**config.mk**
```make
export PLATFORM = sky130hd
export DESIGN_NAME = alert_line_keyword_classifier_unit_flat
export DESIGN_NICKNAME = d
export VERILOG_FILES = /design/src/design/alkc_pkg.sv /design/src/design/alkc_chan_if.sv /design/src/design/alkc_match.sv /design/src/design/alkc_alarm.sv /design/src/design/alert_line_keyword_classifier_unit.sv /design/src/flat_wrapper.sv
export SDC_FILE = /design/constraint.sdc
export NUM_CORES = 1
export LEC_CHECK = 0
export BUFFER_PORTS_ARGS = -buffer_cell sky130_fd_sc_hd__buf_2
export CAP_MARGIN = 20
export CORE_MARGIN = 2
export CORE_UTILIZATION = 40
export CTS_CLUSTER_SIZE = 40
export DETAILED_ROUTE_END_ITERATION = 8
export PLACE_DENSITY = 0.6
export SYNTH_ARGS = -nofsm -noshare
export SYNTH_HDL_FRONTEND = slang
export SYNTH_HIERARCHICAL = 1
export SYNTH_SLANG_ARGS = --single-unit
```
**constraint.sdc**
```tcl
create_clock -name clk_i -period 6.71 [get_ports clk_i]
set_input_delay 1.6775 -clock clk_i [delete_from_list [all_inputs] [get_ports clk_i]]
set_output_delay 1.6775 -clock clk_i [all_outputs]
set_load 0.01 [all_outputs]
```
**src/design/alkc_pkg.sv**
```systemverilog
package alkc_pkg;

  // line buffer capacity, one slot is kept free
  localparam int unsigned LINE_CAPACITY = 40;

  // keyword set
  localparam int unsigned KEY_COUNT    = 7;
  localparam int unsigned KEY_MAX      = 20;
  localparam int unsigned KEY_BITS     = KEY_MAX * 8;
  localparam int unsigned WINDOW_DEPTH = KEY_MAX - 1;

  // payload widths
  localparam int unsigned CLASS_W   = 3;
  localparam int unsigned OUT_LEN_W = 6;
  localparam int unsigned DUR_W     = 16;

  localparam logic [DUR_W-1:0] ALARM_DURATION_RST = DUR_W'(5000);
  localparam logic [DUR_W-1:0] TICK_MAX           = '1;

  localparam logic [7:0] CHAR_NUL = 8'h00;
  localparam logic [7:0] CHAR_LF  = 8'h0A;
  localparam logic [7:0] CHAR_CR  = 8'h0D;

  // operation codes of an input beat
  typedef enum logic {
    OP_BYTE = 1'b0,
    OP_TICK = 1'b1
  } op_e;

  // keyword slots, bit positions of the seen vector
  typedef enum int unsigned {
    KEY_LOCKOUT   = 0,
    KEY_LOCK_DONE = 1,
    KEY_TAMPER    = 2,
    KEY_PWR_FAIL  = 3,
    KEY_FAILURE   = 4,
    KEY_BREACH    = 5,
    KEY_RESTORED  = 6
  } key_e;

  // line classes
  typedef enum logic [CLASS_W-1:0] {
    CLS_LOCKOUT   = 3'd0,
    CLS_LOCK_DONE = 3'd1,
    CLS_TAMPER    = 3'd2,
    CLS_FAILURE   = 3'd3,
    CLS_RESTORED  = 3'd4,
    CLS_OTHER     = 3'd5
  } class_e;

  // keyword text, right aligned: byte 0 is the last character
  localparam logic [KEY_BITS-1:0] KEY_TEXT [KEY_COUNT] = '{
    KEY_BITS'("LOCKOUT MAX ATTEMPTS"),
    KEY_BITS'("LOCKOUT FINISHED"),
    KEY_BITS'("TAMPER"),
    KEY_BITS'("POWER FAIL"),
    KEY_BITS'("FAILURE"),
    KEY_BITS'("BREACH"),
    KEY_BITS'("POWER RESTORED")
  };

  localparam int unsigned KEY_LEN [KEY_COUNT] = '{20, 16, 6, 10, 7, 6, 14};

  // commands to the alarm timer for one processed beat
  typedef struct packed {
    logic tick;
    logic start;
    logic stop;
  } alarm_cmd_t;

endpackage

```
**src/design/alkc_chan_if.sv**
```systemverilog
interface alkc_in_if;
  import alkc_pkg::*;

  logic       valid;
  logic       ready;
  logic       operation;
  logic [7:0] rx_byte;

  modport source (output valid, operation, rx_byte, input ready);
  modport sink (input valid, operation, rx_byte, output ready);
endinterface

interface alkc_out_if;
  import alkc_pkg::*;

  logic                 valid;
  logic                 ready;
  logic                 line_done;
  logic [CLASS_W-1:0]   line_class;
  logic [OUT_LEN_W-1:0] line_length;
  logic                 alarm;

  modport source (output valid, line_done, line_class, line_length, alarm, input ready);
  modport sink (input valid, line_done, line_class, line_length, alarm, output ready);
endinterface

interface alkc_cfg_if;
  import alkc_pkg::*;

  logic             valid;
  logic             ready;
  logic [DUR_W-1:0] data;

  modport source (output valid, data, input ready);
  modport sink (input valid, data, output ready);
endinterface

```
**src/design/alkc_match.sv**
```systemverilog
module alkc_match #(
  parameter int unsigned LineCapacity = alkc_pkg::LINE_CAPACITY
) (
  input  logic [7:0]                          byte_i,
  input  logic [7:0]                          win_i [alkc_pkg::WINDOW_DEPTH],
  input  logic [$clog2(LineCapacity)-1:0]     count_after_i,
  output logic [alkc_pkg::KEY_COUNT-1:0]      hit_o
);
  import alkc_pkg::*;

  localparam int unsigned CntW = $clog2(LineCapacity);

  // per keyword, per window slot character compare
  for (genvar k = 0; k < KEY_COUNT; k++) begin : g_key
    logic [WINDOW_DEPTH-1:0] char_ok;
    logic                    len_ok;
    logic                    last_ok;

    for (genvar i = 0; i < WINDOW_DEPTH; i++) begin : g_slot
      if (i + 1 < KEY_LEN[k]) begin : g_cmp
        assign char_ok[i] = (KEY_TEXT[k][(i+1)*8 +: 8] == win_i[i]);
      end else begin : g_pad
        assign char_ok[i] = 1'b1;
      end
    end

    // whole keyword must lie inside the current line
    assign len_ok  = (count_after_i >= CntW'(KEY_LEN[k]));
    assign last_ok = (KEY_TEXT[k][7:0] == byte_i);
    assign hit_o[k] = len_ok & last_ok & (&char_ok);
  end

endmodule

```
**src/design/alkc_alarm.sv**
```systemverilog
module alkc_alarm (
  input  logic                       clk_i,
  input  logic                       rst_ni,
  input  alkc_pkg::alarm_cmd_t       cmd_i,
  input  logic [alkc_pkg::DUR_W-1:0] duration_i,
  output logic                       alarm_o
);
  import alkc_pkg::*;

  logic             alarm_q, alarm_d;
  logic [DUR_W-1:0] elapsed_q, elapsed_d;
  logic [DUR_W-1:0] elapsed_inc;

  // saturating tick count
  assign elapsed_inc = (elapsed_q == TICK_MAX) ? elapsed_q : elapsed_q + DUR_W'(1);

  // next alarm state
  always_comb begin
    alarm_d   = alarm_q;
    elapsed_d = elapsed_q;
    priority if (cmd_i.start) begin
      alarm_d   = 1'b1;
      elapsed_d = '0;
    end else if (cmd_i.stop) begin
      alarm_d   = 1'b0;
      elapsed_d = '0;
    end else if (cmd_i.tick && alarm_q) begin
      if (elapsed_inc >= duration_i) begin
        alarm_d   = 1'b0;
        elapsed_d = '0;
      end else begin
        elapsed_d = elapsed_inc;
      end
    end
  end

  always_ff @(posedge clk_i or negedge rst_ni) begin
    if (!rst_ni) begin
      alarm_q   <= 1'b0;
      elapsed_q <= '0;
    end else begin
      alarm_q   <= alarm_d;
      elapsed_q <= elapsed_d;
    end
  end

  assign alarm_o = alarm_d;

  // ticks only count while the alarm is on
  a_idle_count_zero: assert property (@(posedge clk_i) disable iff (!rst_ni)
    !alarm_q |-> elapsed_q == '0)
    else $error("elapsed ticks nonzero with alarm off");

  // start and stop never arrive together, and a tick never comes with either
  a_cmd_exclusive: assert property (@(posedge clk_i) disable iff (!rst_ni)
    !(cmd_i.start && cmd_i.stop) && !(cmd_i.tick && (cmd_i.start || cmd_i.stop)))
    else $error("conflicting alarm commands");

endmodule

```
**src/design/alert_line_keyword_classifier_unit.sv**
```systemverilog
// a beat passes the input beat register and then the result register
// throughput: one byte or tick per cycle while results are taken, set by the single
// input register and result register around the keyword compare and alarm update
// the input side keeps taking beats while a result waits, until both stages fill
// reset: line empty, no keyword seen, alarm off, alarm_duration back to 5000 ticks
module alert_line_keyword_classifier_unit #(
  parameter int unsigned LineCapacity = alkc_pkg::LINE_CAPACITY
) (
  input  logic        clk_i,
  input  logic        rst_ni,
  alkc_in_if.sink     in_i,
  alkc_out_if.source  res_o,
  alkc_cfg_if.sink    cfg_i
);
  import alkc_pkg::*;

  localparam int unsigned CntW = $clog2(LineCapacity);
  localparam logic [CntW-1:0] CountMax = CntW'(LineCapacity - 1);

  // handshake and pipeline control
  logic s1_valid_q;
  logic s1_op_q;
  logic [7:0] s1_byte_q;
  logic res_valid_q;
  logic advance, in_fire, proc;

  assign advance     = !res_valid_q || res_o.ready;
  assign in_i.ready  = !s1_valid_q || advance;
  assign in_fire     = in_i.valid && in_i.ready;
  assign proc        = s1_valid_q && advance;
  assign cfg_i.ready = 1'b1;

  // line state
  logic [CntW-1:0]      count_q, count_d;
  logic [KEY_COUNT-1:0] seen_q, seen_d;
  logic                 text_end_q, text_end_d;
  logic [7:0]           win_q [WINDOW_DEPTH];
  logic [DUR_W-1:0]     dur_q;

  logic                 is_byte, is_eol, is_store, eol_done, text_end_now;
  logic [CntW-1:0]      count_after;
  logic [KEY_COUNT-1:0] hits;
  class_e               line_cls;
  alarm_cmd_t           alarm_cmd;
  logic                 alarm_next;

  // beat decode
  assign is_byte      = (op_e'(s1_op_q) == OP_BYTE);
  assign is_eol       = is_byte && ((s1_byte_q == CHAR_LF) || (s1_byte_q == CHAR_CR));
  assign is_store     = is_byte && !is_eol && (count_q < CountMax);
  assign eol_done     = is_eol && (count_q != '0);
  assign count_after  = count_q + CntW'(1);
  assign text_end_now = text_end_q || (s1_byte_q == CHAR_NUL);

  alkc_match #(
    .LineCapacity (LineCapacity)
  ) u_match (
    .byte_i        (s1_byte_q),
    .win_i         (win_q),
    .count_after_i (count_after),
    .hit_o         (hits)
  );

  // classification in priority order
  always_comb begin
    priority if (seen_q[KEY_LOCKOUT])   line_cls = CLS_LOCKOUT;
    else if (seen_q[KEY_LOCK_DONE])     line_cls = CLS_LOCK_DONE;
    else if (seen_q[KEY_TAMPER])        line_cls = CLS_TAMPER;
    else if (seen_q[KEY_PWR_FAIL] || seen_q[KEY_FAILURE] || seen_q[KEY_BREACH])
                                        line_cls = CLS_FAILURE;
    else if (seen_q[KEY_RESTORED])      line_cls = CLS_RESTORED;
    else                                line_cls = CLS_OTHER;
  end

  // next line state
  always_comb begin
    count_d    = count_q;
    seen_d     = seen_q;
    text_end_d = text_end_q;
    if (eol_done) begin
      count_d    = '0;
      seen_d     = '0;
      text_end_d = 1'b0;
    end else if (is_store) begin
      count_d    = count_after;
      text_end_d = text_end_now;
      seen_d     = seen_q | (text_end_now ? '0 : hits);
    end
  end

  // alarm commands
  assign alarm_cmd.tick  = proc && !is_byte;
  assign alarm_cmd.start = proc && eol_done &&
                           ((line_cls == CLS_LOCKOUT) || (line_cls == CLS_TAMPER) ||
                            (line_cls == CLS_FAILURE));
  assign alarm_cmd.stop  = proc && eol_done &&
                           ((line_cls == CLS_LOCK_DONE) || (line_cls == CLS_RESTORED));

  alkc_alarm u_alarm (
    .clk_i      (clk_i),
    .rst_ni     (rst_ni),
    .cmd_i      (alarm_cmd),
    .duration_i (dur_q),
    .alarm_o    (alarm_next)
  );

  // control registers
  always_ff @(posedge clk_i or negedge rst_ni) begin
    if (!rst_ni) begin
      s1_valid_q  <= 1'b0;
      res_valid_q <= 1'b0;
      count_q     <= '0;
      seen_q      <= '0;
      text_end_q  <= 1'b0;
      dur_q       <= ALARM_DURATION_RST;
    end else begin
      if (in_fire) begin
        s1_valid_q <= 1'b1;
      end else if (proc) begin
        s1_valid_q <= 1'b0;
      end
      if (proc) begin
        res_valid_q <= 1'b1;
        count_q     <= count_d;
        seen_q      <= seen_d;
        text_end_q  <= text_end_d;
      end else if (res_o.ready) begin
        res_valid_q <= 1'b0;
      end
      if (cfg_i.valid) begin
        dur_q <= cfg_i.data;
      end
    end
  end

  // input beat register
  always_ff @(posedge clk_i) begin
    if (in_fire) begin
      s1_op_q   <= in_i.operation;
      s1_byte_q <= in_i.rx_byte;
    end
  end

  // character window, newest first; slots of an old line are masked by the count check
  always_ff @(posedge clk_i) begin
    if (proc && is_store) begin
      win_q[0] <= s1_byte_q;
      for (int i = 1; i < WINDOW_DEPTH; i++) begin
        win_q[i] <= win_q[i-1];
      end
    end
  end

  // result register
  always_ff @(posedge clk_i) begin
    if (proc) begin
      res_o.line_done   <= eol_done;
      res_o.line_class  <= eol_done ? line_cls : CLS_OTHER;
      res_o.line_length <= eol_done ? OUT_LEN_W'(count_q) : '0;
      res_o.alarm       <= alarm_next;
    end
  end

  assign res_o.valid = res_valid_q;

  // line never grows past its capacity
  a_count_bound: assert property (@(posedge clk_i) disable iff (!rst_ni)
    count_q <= CountMax)
    else $error("stored count beyond capacity");

  // a finished line leaves the buffer empty
  a_line_cleared: assert property (@(posedge clk_i) disable iff (!rst_ni)
    proc && eol_done |=> count_q == '0 && seen_q == '0 && !text_end_q)
    else $error("line state not cleared after line end");

  // keywords and end of text only exist inside a non-empty line
  a_seen_needs_text: assert property (@(posedge clk_i) disable iff (!rst_ni)
    (seen_q != '0 || text_end_q) |-> count_q != '0)
    else $error("line flags set on an empty line");

  // a result without a finished line reports the neutral class and zero length
  a_idle_result: assert property (@(posedge clk_i) disable iff (!rst_ni)
    res_valid_q && !res_o.line_done |->
      res_o.line_class == CLS_OTHER && res_o.line_length == '0)
    else $error("result fields set without a finished line");

endmodule
```
**src/flat_wrapper.sv**
```systemverilog
// flat-port wrapper written by rule: the top's interface ports become plain ports
module alert_line_keyword_classifier_unit_flat import alkc_pkg::*;
#(
  parameter int unsigned LineCapacity = alkc_pkg::LINE_CAPACITY
)
  (clk_i, rst_ni, in_i_valid, in_i_operation, in_i_rx_byte, in_i_ready, res_o_valid, res_o_line_done, res_o_line_class, res_o_line_length, res_o_alarm, res_o_ready, cfg_i_valid, cfg_i_data, cfg_i_ready);
  alkc_in_if in_i_i ();
  alkc_out_if res_o_i ();
  alkc_cfg_if cfg_i_i ();
  input  logic clk_i;
  input  logic rst_ni;
  input wire logic [$bits(in_i_i.valid)-1:0] in_i_valid;
  input wire logic [$bits(in_i_i.operation)-1:0] in_i_operation;
  input wire logic [$bits(in_i_i.rx_byte)-1:0] in_i_rx_byte;
  output wire logic [$bits(in_i_i.ready)-1:0] in_i_ready;
  output wire logic [$bits(res_o_i.valid)-1:0] res_o_valid;
  output wire logic [$bits(res_o_i.line_done)-1:0] res_o_line_done;
  output wire logic [$bits(res_o_i.line_class)-1:0] res_o_line_class;
  output wire logic [$bits(res_o_i.line_length)-1:0] res_o_line_length;
  output wire logic [$bits(res_o_i.alarm)-1:0] res_o_alarm;
  input wire logic [$bits(res_o_i.ready)-1:0] res_o_ready;
  input wire logic [$bits(cfg_i_i.valid)-1:0] cfg_i_valid;
  input wire logic [$bits(cfg_i_i.data)-1:0] cfg_i_data;
  output wire logic [$bits(cfg_i_i.ready)-1:0] cfg_i_ready;
  assign in_i_i.valid = in_i_valid;
  assign in_i_i.operation = in_i_operation;
  assign in_i_i.rx_byte = in_i_rx_byte;
  assign in_i_ready = in_i_i.ready;
  assign res_o_valid = res_o_i.valid;
  assign res_o_line_done = res_o_i.line_done;
  assign res_o_line_class = res_o_i.line_class;
  assign res_o_line_length = res_o_i.line_length;
  assign res_o_alarm = res_o_i.alarm;
  assign res_o_i.ready = res_o_ready;
  assign cfg_i_i.valid = cfg_i_valid;
  assign cfg_i_i.data = cfg_i_data;
  assign cfg_i_ready = cfg_i_i.ready;
  alert_line_keyword_classifier_unit #(.LineCapacity(LineCapacity)) u_core (.clk_i(clk_i), .rst_ni(rst_ni), .in_i(in_i_i), .res_o(res_o_i), .cfg_i(cfg_i_i));
endmodule
```
==> results of run 1 <==
-- report_power, final --
group / internal (mW) / leakage [nW] / switching [mW]
clock network: 0.814 / 0.389 / 0.520
registers: 1.57 / 2.23 / 0.0639
logic: 0.0722 / 1.24 / 0.123
-- final timing paths --
check                                       startpoint                      endpoint  slack, ps  cells past startpoint
setup / recovery                           res_o_ready                    in_i_ready       2770                      4
hold / removal                       u_core/win_q[134]             u_core/win_q[126]        440                      0
setup reg to reg           u_core/u_alarm/elapsed_q[6]  u_core/u_alarm/elapsed_q[15]       3150                     11
hold reg to reg                      u_core/win_q[134]             u_core/win_q[126]        440                      0
max in group asynchronous                       rst_ni              u_core/dur_q[14]       5010                      2
min in group asynchronous                       rst_ni  u_core/u_alarm/elapsed_q[11]       1280                      2
-- cells by family after synthesis --
family	synth area share, %
adder cells (fa/ha/maj)	2.56
XOR/XNOR	1.23
flip-flops	68.8
other	0.0403
buffers and inverters	1.79
multiplexers	2.75
AND/OR/NAND/NOR	17.0
AO/OA/AOI/OAI	5.79
-- area by class of cell --
class | instances | area [µm²] | share of cell area, %
Inverter | 23 | 91.3 | 0.857
Clock buffer | 29 | 619 | 5.81
Multi-Input combinational cell | 369 | 2730 | 25.6
Timing Repair Buffer | 48 | 275 | 2.58
Tap cell | 285 | 357 | 3.35
Clock inverter | 15 | 185 | 1.74
Sequential cell | 221 | 6400 | 60.0
-- state kept, by name, summed over array words and instances (netlist names) --
signal / count
u_core/seen_q: 7
u_core/res_o.valid: 1
u_core/res_o.alarm: 1
u_core/res_o.line_class: 3
u_core/count_q: 6
u_core/s1_valid_q: 1
u_core/res_o.line_length: 6
u_core/u_alarm/elapsed_q: 16
u_core/res_o.line_done: 1
u_core/s1_op_q: 1
u_core/dur_q: 16
u_core/u_alarm/alarm_q: 1
u_core/win_q: 152
u_core/text_end_q: 1
u_core/s1_byte_q: 8
-- cell usage after synthesis (3+ instances only) --
library cell,n
and4b_1,5
nor2b_1,8
nand3_1,12
clkbuf_1,5
nor4_1,19
and3b_1,3
nor2_1,21
or3_1,4
or4b_2,3
nor3_1,8
o211ai_1,8
mux2_2,16
dfstp_2,5
a22o_1,8
o21a_1,3
a211oi_1,3
o21ai_0,9
nor4b_1,16
buf_2,4
nor4bb_1,11
mux2i_1,6
nand4_1,24
ha_1,19
nand3b_1,8
nand4b_1,8
nand2_1,25
nand2b_1,7
and3_1,10
a21oi_1,12
inv_1,23
dfrtp_1,44
edfxtp_1,172
and2_1,11
xnor2_1,12
a31oi_1,13
nor3b_1,12
a22o_2,7
and4_1,9
-- per-stage QoR --
stage          hold slack, ps  utilization [%]  cell area (µm²)  std cells
2_1_floorplan             417                -             9290        627
3_5_place_dp              432             43.3             9820        945
5_1_grt                   458             46.9            10700        990
3_3_place_gp              422             43.3             9820        945
6_report                  442             46.9            10700        990
4_1_cts                   441             46.8            10600        989
-- routing by layer --
| metal | global-route usage, % | part of all wire (%) | up-vias |
|---|---|---|---|
| met5 | 0 | 0 | - |
| met4 | 3.84 | 2.1 | 0 |
| met3 | 2.88 | 5.8 | 38 |
| met2 | 26.3 | 47 | 164 |
| met1 | 22.5 | 45 | 2797 |
| li1 | - | - | 2612 |
-- layout by cell type, fill, tap and decap left out, drive strengths merged, types with 12 or more instances in the layout --
cell type	synthesis	final
nor2	21	21
a31oi	13	13
edfxtp	172	172
nand4	24	24
nor3b	12	12
inv	23	25
and2	13	13
xnor2	12	12
a21oi	13	13
mux2	17	17
ha	19	19
nor4b	16	16
clkbuf	5	29
buf	9	48
nand3	12	12
nor4	20	20
dfrtp	44	44
a22o	15	15
nand2	26	26
==> metrics.sh, run 1 <==
WORST_SLACK_PS=2770
SYN_AREA_MM2=0.00929
SYNTH_SEQ_CELLS=221
CRITPATHTOPFAMILY='simple AND/OR/NAND/NOR gates'
SYNTH-MAIN-FF-CELL='edfxtp_1'
NUM_ANTENNA_CELLS=0
DIE_W_UM=156
MAXCAPVIOLATIONS=0
DETAIL_ROUTE.ITER0.VIOLATIONS=533
CTS_MAX_LEVEL=1
GRT_FIRST_PASS_WIRELENGTH_UM=30700
ROWS=55
NUM_IO_PINS=44
CRIT_BUF_INV=2
WIRE_PER_INST_UM=19.6
DESIGN.CORE.AREA_MM2=0.0227
VIA_PER_INST=5.67
FINAL_HOLD_VIOLATION_COUNT=0
FINAL-MAX-SLEW-VIOLATION-COUNT=0
AREA_GROWTH_PCT=14.6
TIMING.CRITICAL_PATH.FANOUT_MAX=4
CLK_PIN_SLEW_PS=60
DRC_ERRORS=0
DIE-AREA_MM2=0.0245
DETAILED_ROUTING_ITERATION_COUNT_FOR_THE_PRE_ANTENNA_REPAIR_PASS=5
FINALWORSTPATHREQUIREDPERIOD_PS=3940
WORST_CLOCK_SKEW_PS=15.3
CP_DATA_REQUIRED_TIME_PS=5030
TIMING_LIMITED_MAXIMUM_FREQUENCY_MHz=254
STATIC-LEAKAGE-POWER_nW=3.86
NUMBER_OF_SYNTHESIS_WARNINGS=6
TIMING_WORST_SLEW_PIN_VALUE_PS=1040
END_KIND='primary output'
REPORT.POWER.TOTAL_mW=3.16
SLOWEST_DELAY_PS=210
SYNTH_FP_NETS=676
GR-USAGE-ALL-LAYERS_PCT=16.1
PLACEMENT.SETUP.WORST_SLACK_PS=2600
SETUP_REPAIR_AFTER_GLOBAL_ROUTING_MISSED_ITS_MARGIN='false'
CTS-ROOT-TO-SINK-BUFFERS=3
POST_CTS_BUFFERS=0
NETLIST_TOP_CELLS_AREA='edfxtp_1 (56%), dfrtp_1 (12%), ha_1 (2.6%)'
TIMING.MAX_SLEW.REL_SLACK_PCT=30.5
SETUP_VIOL_COUNT_FINAL=0
CHIPHEIGHT_UM=156
NUMCTSBUFFERS=24
DP_HPWL_UM=13700
SETUP.WORST_PATH.CLASS='in2out'
WORST_EP_ARRIVAL_TIME_PS=2260
GRT-OVFL-TOTAL=0
FIRST_GLOBAL_VIAS=5520
GRT_MAX_DEGREE=127
WORST_SKEW_PAIR.LATE_LATENCY_PS=520
CTS.SINKS=221
YOSYS.AREA.TOP_TYPE='edfxtp_1'
VDD.IR_DROP.WORST_uV=197
POWER_DENSITY_mW_PER_MM2=297
CTS_ROOT_BUFFER='clkbuf_16'
FINAL_NET_COUNT=736
TRITONCTS='built'
CP_SLOWEST_CELL='nor2b_1'
INITIAL_ANTENNA_VIOLATION_COUNT=0
YOSYSSEQAREASHARE_PCT=68.8
DR_TOTAL_VIAS=5611
CRITICAL_PATH.MOST_COMMON_CELL='buf_2'
ROUTE.ANTENNA.REMAINING_NETS=0
SETUP_TNS_PS=0
YOSYSTOPAREACELLSHARE_PCT=55.6
SYN-MEAN-INSTANCE-AREA_UM2=14.8
INITIAL_CORE_UTIL_PCT=40.9
FINAL.PERIOD_UTILIZATION_PCT=58.7
STATUS='completed'
CTS.HOLD.BUFFERS_ADDED=0
SYNTH_EDF_COUNT=172
WORSTSETUPSTARTPOINTTYPE='input pin'
FINAL_LAYOUT_SIZE_SUFFIX_GT1_SHARE_PCT=17.6
SYNTH_ASYNC_SR_FLOP_SHARE_PCT=22.2
PLACE_CONGESTION=0.921
CTS.REPAIR.RESIZED=0
CELL_CHAIN_OF_THE_CRITICAL_PATH='buf_2, nor2b_1, nand2_1, buf_2'
BUFFER_PORTS.INSERTED=42
FILLERINSTANCES=1981
HOLD_CLASS='reg2reg'
WL_UM=19400
NETLIST-CELL-TYPE-COUNT=64
SYN_INST_COUNT=627
No activity file was read; power rests on OpenSTA's default activity.
==> inputs of run 2 (changes only) <==
--- a/config.mk
+++ b/config.mk
@@ -5,13 +5,14 @@
 export SDC_FILE = /design/constraint.sdc
 export NUM_CORES = 1
 export LEC_CHECK = 0
+export ABC_AREA = 1
 export BUFFER_PORTS_ARGS = -buffer_cell sky130_fd_sc_hd__buf_2
 export CAP_MARGIN = 20
 export CORE_MARGIN = 2
 export CORE_UTILIZATION = 40
 export CTS_CLUSTER_SIZE = 40
 export DETAILED_ROUTE_END_ITERATION = 8
-export PLACE_DENSITY = 0.6
+export PLACE_DENSITY = 0.62
 export SYNTH_ARGS = -nofsm -noshare
 export SYNTH_HDL_FRONTEND = slang
 export SYNTH_HIERARCHICAL = 1
==> constraint.sdc (replaced) <==
create_clock -name clk_i -period 3.5 [get_ports clk_i]
set_input_delay 0.875 -clock clk_i [delete_from_list [all_inputs] [get_ports clk_i]]
set_output_delay 0.875 -clock clk_i [all_outputs]
set_load 0.01 [all_outputs]
==> run 2 against run 1 <==
Net effect: global-route usage is 0.061 points higher; clock skew is 15 ps higher; sequential cell count stayed put; worst hold slack worse by 190 ps; critical path depth is 14 higher; non-clock buffer count is 2 higher; utilization is 0.60 points lower; design area is 12% higher; setup slack worse by 2200 ps; sequential power is 99% higher; critical endpoint is now u_core/u_alarm/elapsed_q[12]; power is 110% higher; area after synthesis is 12% higher.
==> metrics.sh, run 2 <==
CRITICAL_PATH.MOST_COMMON_CELL='nand2_1'
SYNTH_FP_NETS=1107  # +64%
HOLDWS_PS=255  # -187 ps
MAXCAPVIOLATIONS=0  # unchanged
TOP_REGISTER='u_core/win_q'
MAX_REG_FLOPS=152  # unchanged
TIMING.CRITICAL_PATH.FANOUT_MAX=14  # +10
DETAIL_ROUTE.ITER0.VIOLATIONS=522  # -2.1%
NUM_ANTENNA_CELLS=0  # unchanged
CTS-ROOT-TO-SINK-BUFFERS=3  # unchanged
DIE-AREA_MM2=0.0274  # +12%
VIA_PER_INST=4.75  # -16%
SLOWEST_DELAY_PS=410  # +200 ps
SETUP.WORST_PATH.CLASS='reg2reg'
POST_CTS_BUFFERS=0  # unchanged
AREA_GROWTH_PCT=14.7  # about the same
SYNTH-MAIN-FF-CELL='edfxtp_1'
WORSTSETUPSTARTPOINTTYPE='register'
STATIC-LEAKAGE-POWER_nW=5.14  # +33%
CRITPATHTOPFAMILY='simple AND/OR/NAND/NOR gates'
DRC_ERRORS=0  # unchanged
DR_TOTAL_VIAS=7015  # +25%
SYN_AREA_MM2=0.0104  # +12%
FIRST_GLOBAL_VIAS=6758  # +22%
GR-USAGE-ALL-LAYERS_PCT=16.2  # +0.061 points
DETAILED_ROUTING_ITERATION_COUNT_FOR_THE_PRE_ANTENNA_REPAIR_PASS=5  # unchanged
WORST_CLOCK_SKEW_PS=29.8  # +14.5 ps
WORST_SKEW_PAIR.LATE_LATENCY_PS=540  # +20 ps
DESIGN.CORE.AREA_MM2=0.0258  # +14%
FINAL_NET_COUNT=1174  # +60%
PLACED_AREA_MM2=0.0111  # +13%
CTS_ROOT_BUFFER='clkbuf_16'
CLK_PIN_SLEW_PS=60  # about the same
CTS.HOLD.BUFFERS_ADDED=0  # unchanged
STATUS='completed'
R2R_SLACK_PS=540  # -2610 ps
FINALWORSTPATHREQUIREDPERIOD_PS=2960
REGISTERS_WITH_THE_MOST_FLIP_FLOPS='u_core/win_q x152, u_core/dur_q x16, u_core/u_alarm/elapsed_q x16'
SYN_INST_COUNT=1058  # +69%
CTS.REPAIR.RESIZED=0  # unchanged
END_KIND='register'
YOSYSSEQAREASHARE_PCT=61.3  # -7.5 points
WORST_SLACK_PS=545  # -2230 ps
YOSYS.AREA.TOP_TYPE='edfxtp_1'
CTS.SINKS=221  # unchanged
SYNTHMOSTINSTANTIATEDCELL='nand2_1'
NUMBER_OF_SYNTHESIS_WARNINGS=6  # unchanged
SYNTH_SEQ_CELLS=221  # unchanged
HOLD_CLASS='in2async'
SETUP_VIOL_COUNT_FINAL=0  # unchanged
WIRE_PER_INST_UM=14.7  # -25%
SETUP_TNS_PS=0  # unchanged
CHIPHEIGHT_UM=165  # +5.8%
ROWS=59  # +7.3%
GRT-OVFL-TOTAL=0  # unchanged
POWER_DENSITY_mW_PER_MM2=564  # +90%
SETUP_REPAIR_AFTER_GLOBAL_ROUTING_MISSED_ITS_MARGIN='false'
NETLIST-CELL-TYPE-COUNT=43  # -33%
GRT_FIRST_PASS_WIRELENGTH_UM=34500  # +12%
CTS_MAX_LEVEL=1  # unchanged
SYNTH_COMMONEST_CELLS='nand2_1 (251), edfxtp_1 (172), inv_1 (154)'
NUM_IO_PINS=44  # unchanged
VDD.IR_DROP.WORST_uV=419  # +110%
LAYOUT.CELLS.MOST_COMMON='nand2_1'
FINAL_LAYOUT_SIZE_SUFFIX_GT1_SHARE_PCT=15.6  # -2.0 points
FINAL.PERIOD_UTILIZATION_PCT=84.4
YOSYSTOPAREACELLSHARE_PCT=49.5  # -6.1 points
CRIT_BUF_INV=1  # -1
ROUTE.ANTENNA.REMAINING_NETS=0  # unchanged
FINISH.INSTANCE_AREA_MM2=0.0120  # +12%
PLACE_CONGESTION=0.909  # -1.3%
LAYOUT.CELLS.MOST_COMMON_LIST='nand2_1 (251), edfxtp_1 (172), inv_1 (154)'
WORST_EP_ARRIVAL_TIME_PS=3390  # +1130 ps
INITIAL_CORE_UTIL_PCT=40.4  # -0.55 points
FINAL_HOLD_VIOLATION_COUNT=0  # unchanged
INITIAL_ANTENNA_VIOLATION_COUNT=0  # unchanged
TIMING_LIMITED_MAXIMUM_FREQUENCY_MHz=338
NUMCTSBUFFERS=24  # unchanged
SYNTH_ASYNC_SR_FLOP_SHARE_PCT=22.2  # unchanged
DP_HPWL_UM=16000  # +17%
BUFFER_PORTS.INSERTED=42  # unchanged
PLACEMENT.SETUP.WORST_SLACK_PS=549  # -2050 ps
CP_DATA_REQUIRED_TIME_PS=3930  # -1100 ps
SYN-MEAN-INSTANCE-AREA_UM2=9.86  # -33%
GRT_MAX_DEGREE=49  # -61%
SYNTH_EDF_COUNT=172  # unchanged
CELL_CHAIN_OF_THE_CRITICAL_PATH='ha_1, nand2_2, nor2_4, nand2_4, nor2_8, nand2_1, o21ai_0, inv_1, ha_1, nand2_1, nand2_1, nand2_1, nand2_1, nand2_1, nand2_1, nand2_1, nand3_1, o21bai_1'
DIE_W_UM=165  # +5.8%
TRITONCTS='built'
WL_UM=21700  # +12%
FINISH.UTILIZATION_PCT=46.3  # -0.60 points
FINAL-MAX-SLEW-VIOLATION-COUNT=0  # unchanged
NETLIST_TOP_CELLS_AREA='edfxtp_1 (50%), dfrtp_1 (11%), nand2_1 (9.0%)'
CP_SLOWEST_CELL='dfrtp_1'
==> run 2: cell count changes after synthesis, moves of 19 or more <==
| cell | before | now |
|---|---|---|
| inv_1 | 23 | 154 |
| nor4_1 | 19 | 0 |
| inv_2 | 0 | 21 |
| nor2_1 | 21 | 152 |
| nand3_1 | 12 | 58 |
| nand2_1 | 25 | 251 |
==> run 2: final timing paths <==
path / from / to / cells past startpoint
setup / recovery: u_core/u_alarm/elapsed_q[0] / u_core/u_alarm/elapsed_q[12] / 18
hold / removal: rst_ni / u_core/u_alarm/elapsed_q[15] / 1
setup reg to reg: u_core/u_alarm/elapsed_q[0] / u_core/u_alarm/elapsed_q[12] / 18
hold reg to reg: u_core/win_q[151] / u_core/win_q[143] / 0
max in group asynchronous: rst_ni / u_core/dur_q[3] / 2
min in group clk_i: u_core/win_q[151] / u_core/win_q[143] / 0
==> run 2: worst reg2reg max path, cell delays in order (launching register included) <==
cell and delay, ps:
dfrtp_1 410, ha_1 220, nand2_2 100, nor2_4 140
nand2_4 90, nor2_8 160, nand2_1 60, o21ai_0 140
inv_1 80, ha_1 290, nand2_1 70, nand2_1 50
nand2_1 50, nand2_1 50, nand2_1 50, nand2_1 60
nand2_1 340, nand3_1 290, o21bai_1 220
==> run 2: report_power, final <==
group	leakage (nW)	total, mW	switching, mW	internal (mW)
clock network	0.415	2.74	1.02	1.72
registers	2.22	3.25	0.163	3.08
logic	2.51	0.758	0.496	0.262
total	5.14	6.75	1.68	5.07
==> run 2: kinds of logic after synthesis <==
logic type	synth area share, %
and+or+nand+nor	25.3
DFF	61.3
buffers and inverters	6.93
AOI/OAI and AO/OA	1.34
adders and majority gates	2.28
muxes	1.73
xor gates and xnor gates	1.08
other	0.0359
==> run 2: metrics by stage <==
step                total power [mW]  cells
global route                    7.04   1478
floorplan                       3.80   1058
global placement                4.05   1434
finish                          6.75   1478
detailed placement              4.07   1434
CTS                             6.83   1478
==> run 2: routing by layer <==
metal	vias up	part of all wire, %	global-route usage, %	routed length, µm
met4	0	2.3	4.19	495
met3	33	3.2	2.35	701
li1	3578	-	-	-
met5	-	0	0	0
met1	3293	48	22.4	10300
met2	111	47	26.7	10100
==> run 2: final cells by class <==
type	instances	area, µm²
fillers	2483	13900
inverters	177	672
repair buffers	50	308
clock inverters	14	229
multi-input cells	651	3310
clock buffers	30	633
well taps	335	419
flip-flops and latches	221	6400
==> inputs of run 3 (changes only) <==
--- a/config.mk
+++ b/config.mk
@@ -5,14 +5,14 @@
 export SDC_FILE = /design/constraint.sdc
 export NUM_CORES = 1
 export LEC_CHECK = 0
-export ABC_AREA = 1
+export ABC_AREA = 0
 export BUFFER_PORTS_ARGS = -buffer_cell sky130_fd_sc_hd__buf_2
 export CAP_MARGIN = 20
 export CORE_MARGIN = 2
 export CORE_UTILIZATION = 40
 export CTS_CLUSTER_SIZE = 40
 export DETAILED_ROUTE_END_ITERATION = 8
-export PLACE_DENSITY = 0.62
+export PLACE_DENSITY = 0.6
 export SYNTH_ARGS = -nofsm -noshare
 export SYNTH_HDL_FRONTEND = slang
 export SYNTH_HIERARCHICAL = 1
==> constraint.sdc (replaced) <==
create_clock -name clk_i -period 2.97 [get_ports clk_i]
set_input_delay 0.7425 -clock clk_i [delete_from_list [all_inputs] [get_ports clk_i]]
set_output_delay 0.7425 -clock clk_i [all_outputs]
set_load 0.01 [all_outputs]
==> run 3 against run 2 <==
Net effect: the flow now finishes with violations (setup timing); sequential share of layout area is 3.2 points higher; first-iteration DRC count rose by 6.7%; design area is 5.6% lower; wire length fell by 3.3%; worst hold slack got worse by 51 ps; combinational power fell by 28%; clock skew shrank 22 ps; setup slack lost 600 ps; largest power group unchanged.
==> metrics.sh, run 3 (synthesized netlist as in run 1, its figures left out) <==
WORST_CLOCK_SKEW_PS=7.42  # -22.4 ps
DR_TOTAL_VIAS=5939  # -15%
NUM_IO_PINS=44  # unchanged
CP_SLOWEST_CELL='or3_4'
BUFFER_PORTS.INSERTED=42  # unchanged
FINAL.PERIOD_UTILIZATION_PCT=102  # +17 points
ROUTE.ANTENNA.REMAINING_NETS=0  # unchanged
DETAIL_ROUTE.ITER0.VIOLATIONS=557  # +6.7%
GRT_FIRST_PASS_WIRELENGTH_UM=32700  # -5.0%
DP_HPWL_UM=15100  # -6.0%
TIMING.CRITICAL_PATH.FANOUT_MAX=5  # -9
WORST_EP_ARRIVAL_TIME_PS=3420  # +30 ps
NUMCTSBUFFERS=24  # unchanged
WORST_SLACK_PS=-56.2  # -601 ps
ROWS=55  # -6.8%
SETUP.WORST_PATH.CLASS='reg2reg'
CTS-ROOT-TO-SINK-BUFFERS=3  # unchanged
SLOWEST_DELAY_PS=390  # -20 ps
DESIGN.CORE.AREA_MM2=0.0227  # -12%
END_KIND='register'
INITIAL_CORE_UTIL_PCT=40.9  # +0.55 points
CP_DATA_REQUIRED_TIME_PS=3360  # -570 ps
FINAL_HOLD_VIOLATION_COUNT=0  # unchanged
DRC_ERRORS=0  # unchanged
FIRST_GLOBAL_VIAS=5964  # -12%
AREA_GROWTH_PCT=21.5
TIMING.MAX_SLEW.REL_SLACK_PCT=55.3
HOLD_CLASS='in2async'
CTS_ROOT_BUFFER='clkbuf_16'
MAX_LAYER_USED='met4'
FINISH.UTILIZATION_PCT=49.7  # +3.4 points
CELL_CHAIN_OF_THE_CRITICAL_PATH='and4_4, and4_4, a31oi_4, or3_4, ha_4, nand4_1, nor3_4, a41oi_2, buf_6, buf_12, buf_6, a31oi_1, mux2i_1'
TIMING_LIMITED_MAXIMUM_FREQUENCY_MHz=330  # -2.3%
FINAL_NET_COUNT=803  # -32%
VIA_PER_INST=5.62  # +18%
WIRE_PER_INST_UM=19.8  # +35%
MAXCAPVIOLATIONS=0  # unchanged
GRT_MAX_DEGREE=42  # -14%
PLACED_AREA_MM2=0.0103  # -7.0%
SETUP_VIOL_COUNT_FINAL=11  # +11
DIE-AREA_MM2=0.0245  # -11%
PLACE_CONGESTION=0.944  # +3.9%
INITIAL_ANTENNA_VIOLATION_COUNT=0  # unchanged
FINAL-MAX-SLEW-VIOLATION-COUNT=0  # unchanged
FINAL_LAYOUT_SIZE_SUFFIX_GT1_SHARE_PCT=27.5  # +12 points
NUM_ANTENNA_CELLS=0  # unchanged
AMOUNT_OF_WIRE_ON_MET3_AFTER_DETAILED_ROUTING_UM=996  # +42%
TOP_REGISTER='u_core/win_q'
POWER_DENSITY_mW_PER_MM2=627  # +11%
VDD.IR_DROP.WORST_uV=412  # -1.6%
CHIPHEIGHT_UM=156  # -5.5%
CTS.SINKS=221  # unchanged
ROUTE.MET2.WL_UM=10000  # -1.3%
REGISTERS_WITH_THE_MOST_FLIP_FLOPS='u_core/win_q x152, u_core/dur_q x16, u_core/u_alarm/elapsed_q x16'
GRT-OVFL-TOTAL=0  # unchanged
HOLDWS_PS=204  # -51.3 ps
TIMING_WORST_SLEW_PIN_VALUE_PS=661
DETAILED_ROUTING_ITERATION_COUNT_FOR_THE_PRE_ANTENNA_REPAIR_PASS=5  # unchanged
CTS_MAX_LEVEL=1  # unchanged
MAX_REG_FLOPS=152  # unchanged
MET1WIRELENGTH_UM=9560  # -7.4%
WL_UM=21000  # -3.3%
STATUS='finished, violations left'
FINISH.INSTANCE_AREA_MM2=0.0113  # -5.6%
LAYOUT.CELLS.MOST_COMMON_LIST='edfxtp_1 (172), buf_4 (61), dfrtp_1 (44)'
WORST_SKEW_PAIR.LATE_LATENCY_PS=520  # -20 ps
GR-USAGE-ALL-LAYERS_PCT=17.2  # +1.0 points
TRITONCTS='built'
REPORT.POWER.TOTAL_mW=7.08  # +4.9%
STATIC-LEAKAGE-POWER_nW=4.21  # -18%
DIE_W_UM=156  # -5.5%
FAILING_CHECKS='setup timing'
FINALWORSTPATHREQUIREDPERIOD_PS=3030  # +71.1 ps
LAYOUT.CELLS.MOST_COMMON='edfxtp_1'
CLK_PIN_SLEW_PS=60  # about the same
WORSTSETUPSTARTPOINTTYPE='register'
SETUP_REPAIR_AFTER_GLOBAL_ROUTING_MISSED_ITS_MARGIN='true'
## run 3: changes by cell type in the layout (fill, tap and decap cells not counted), moves of 21 or more
cell	previous run	this run
buf_4	5	61
inv_1	154	22
inv_2	21	0
nand2_1	251	25
nand3_1	58	11
nor2_1	152	21
## run 3: critical path: cells and delay by family, from the launching register on
kind            cells  cell delay, ps
simple gates        5            1360
compound gates      3             430
buf+inv             3             380
flops               1             350
fa+ha+maj           1             280
mux                 1             100
## run 3: worst paths after layout
kind / from / endpoint / slack [ps] / cells after the start
max in group asynchronous: rst_ni / u_core/dur_q[3] / 1960 / 2
max: u_core/u_alarm/elapsed_q[5] / u_core/u_alarm/elapsed_q[0] / -60 / 13
min reg2reg: u_core/win_q[78] / u_core/win_q[70] / 440 / 0
max reg2reg: u_core/u_alarm/elapsed_q[5] / u_core/u_alarm/elapsed_q[0] / -60 / 13
min: rst_ni / u_core/dur_q[5] / 200 / 1
min in group clk_i: in_i_rx_byte[5] / u_core/s1_byte_q[5] / 400 / 1
## run 3: through the flow
step                      std cells  setup TNS (ps)  setup slack (ps)
final                          1057            -242             -56.2
after global routing           1057           -2550              -187
after CTS                      1055            -798             -89.7
after detailed placement       1006           -1690              -146
after global placement         1006           -1250              -128
after floorplan                 627         -180160             -1150
## run 3: where the power goes
group / internal, mW / switching, mW
clock: 1.67 / 1.19
combinational: 0.227 / 0.316
sequential: 3.54 / 0.139
## run 3: final cells by class
type | count | area, µm²
clock inverter | 13 | 133
inverter | 23 | 90.1
timing repair buffer | 115 | 847
multi-input combinational | 369 | 2840
fill | 1955 | 11400
clock buffer | 31 | 627
sequential | 221 | 6400
tap | 285 | 357
## run 3: metal layers
metal  vias up  GRT usage (%)
met5         -              0
met4         0           4.06
met3        35           2.55
met2       187           28.4
met1      2951           24.2
li1       2766              -
## run 3: repair_timing
item / in CTS / in global routing
hold buffers: 0 / 0
pin swaps: 22 / 6
setup buffers: 5 / 2
gates resized for setup: 25 / 8
endpoints found under the setup margin: 16 / 20
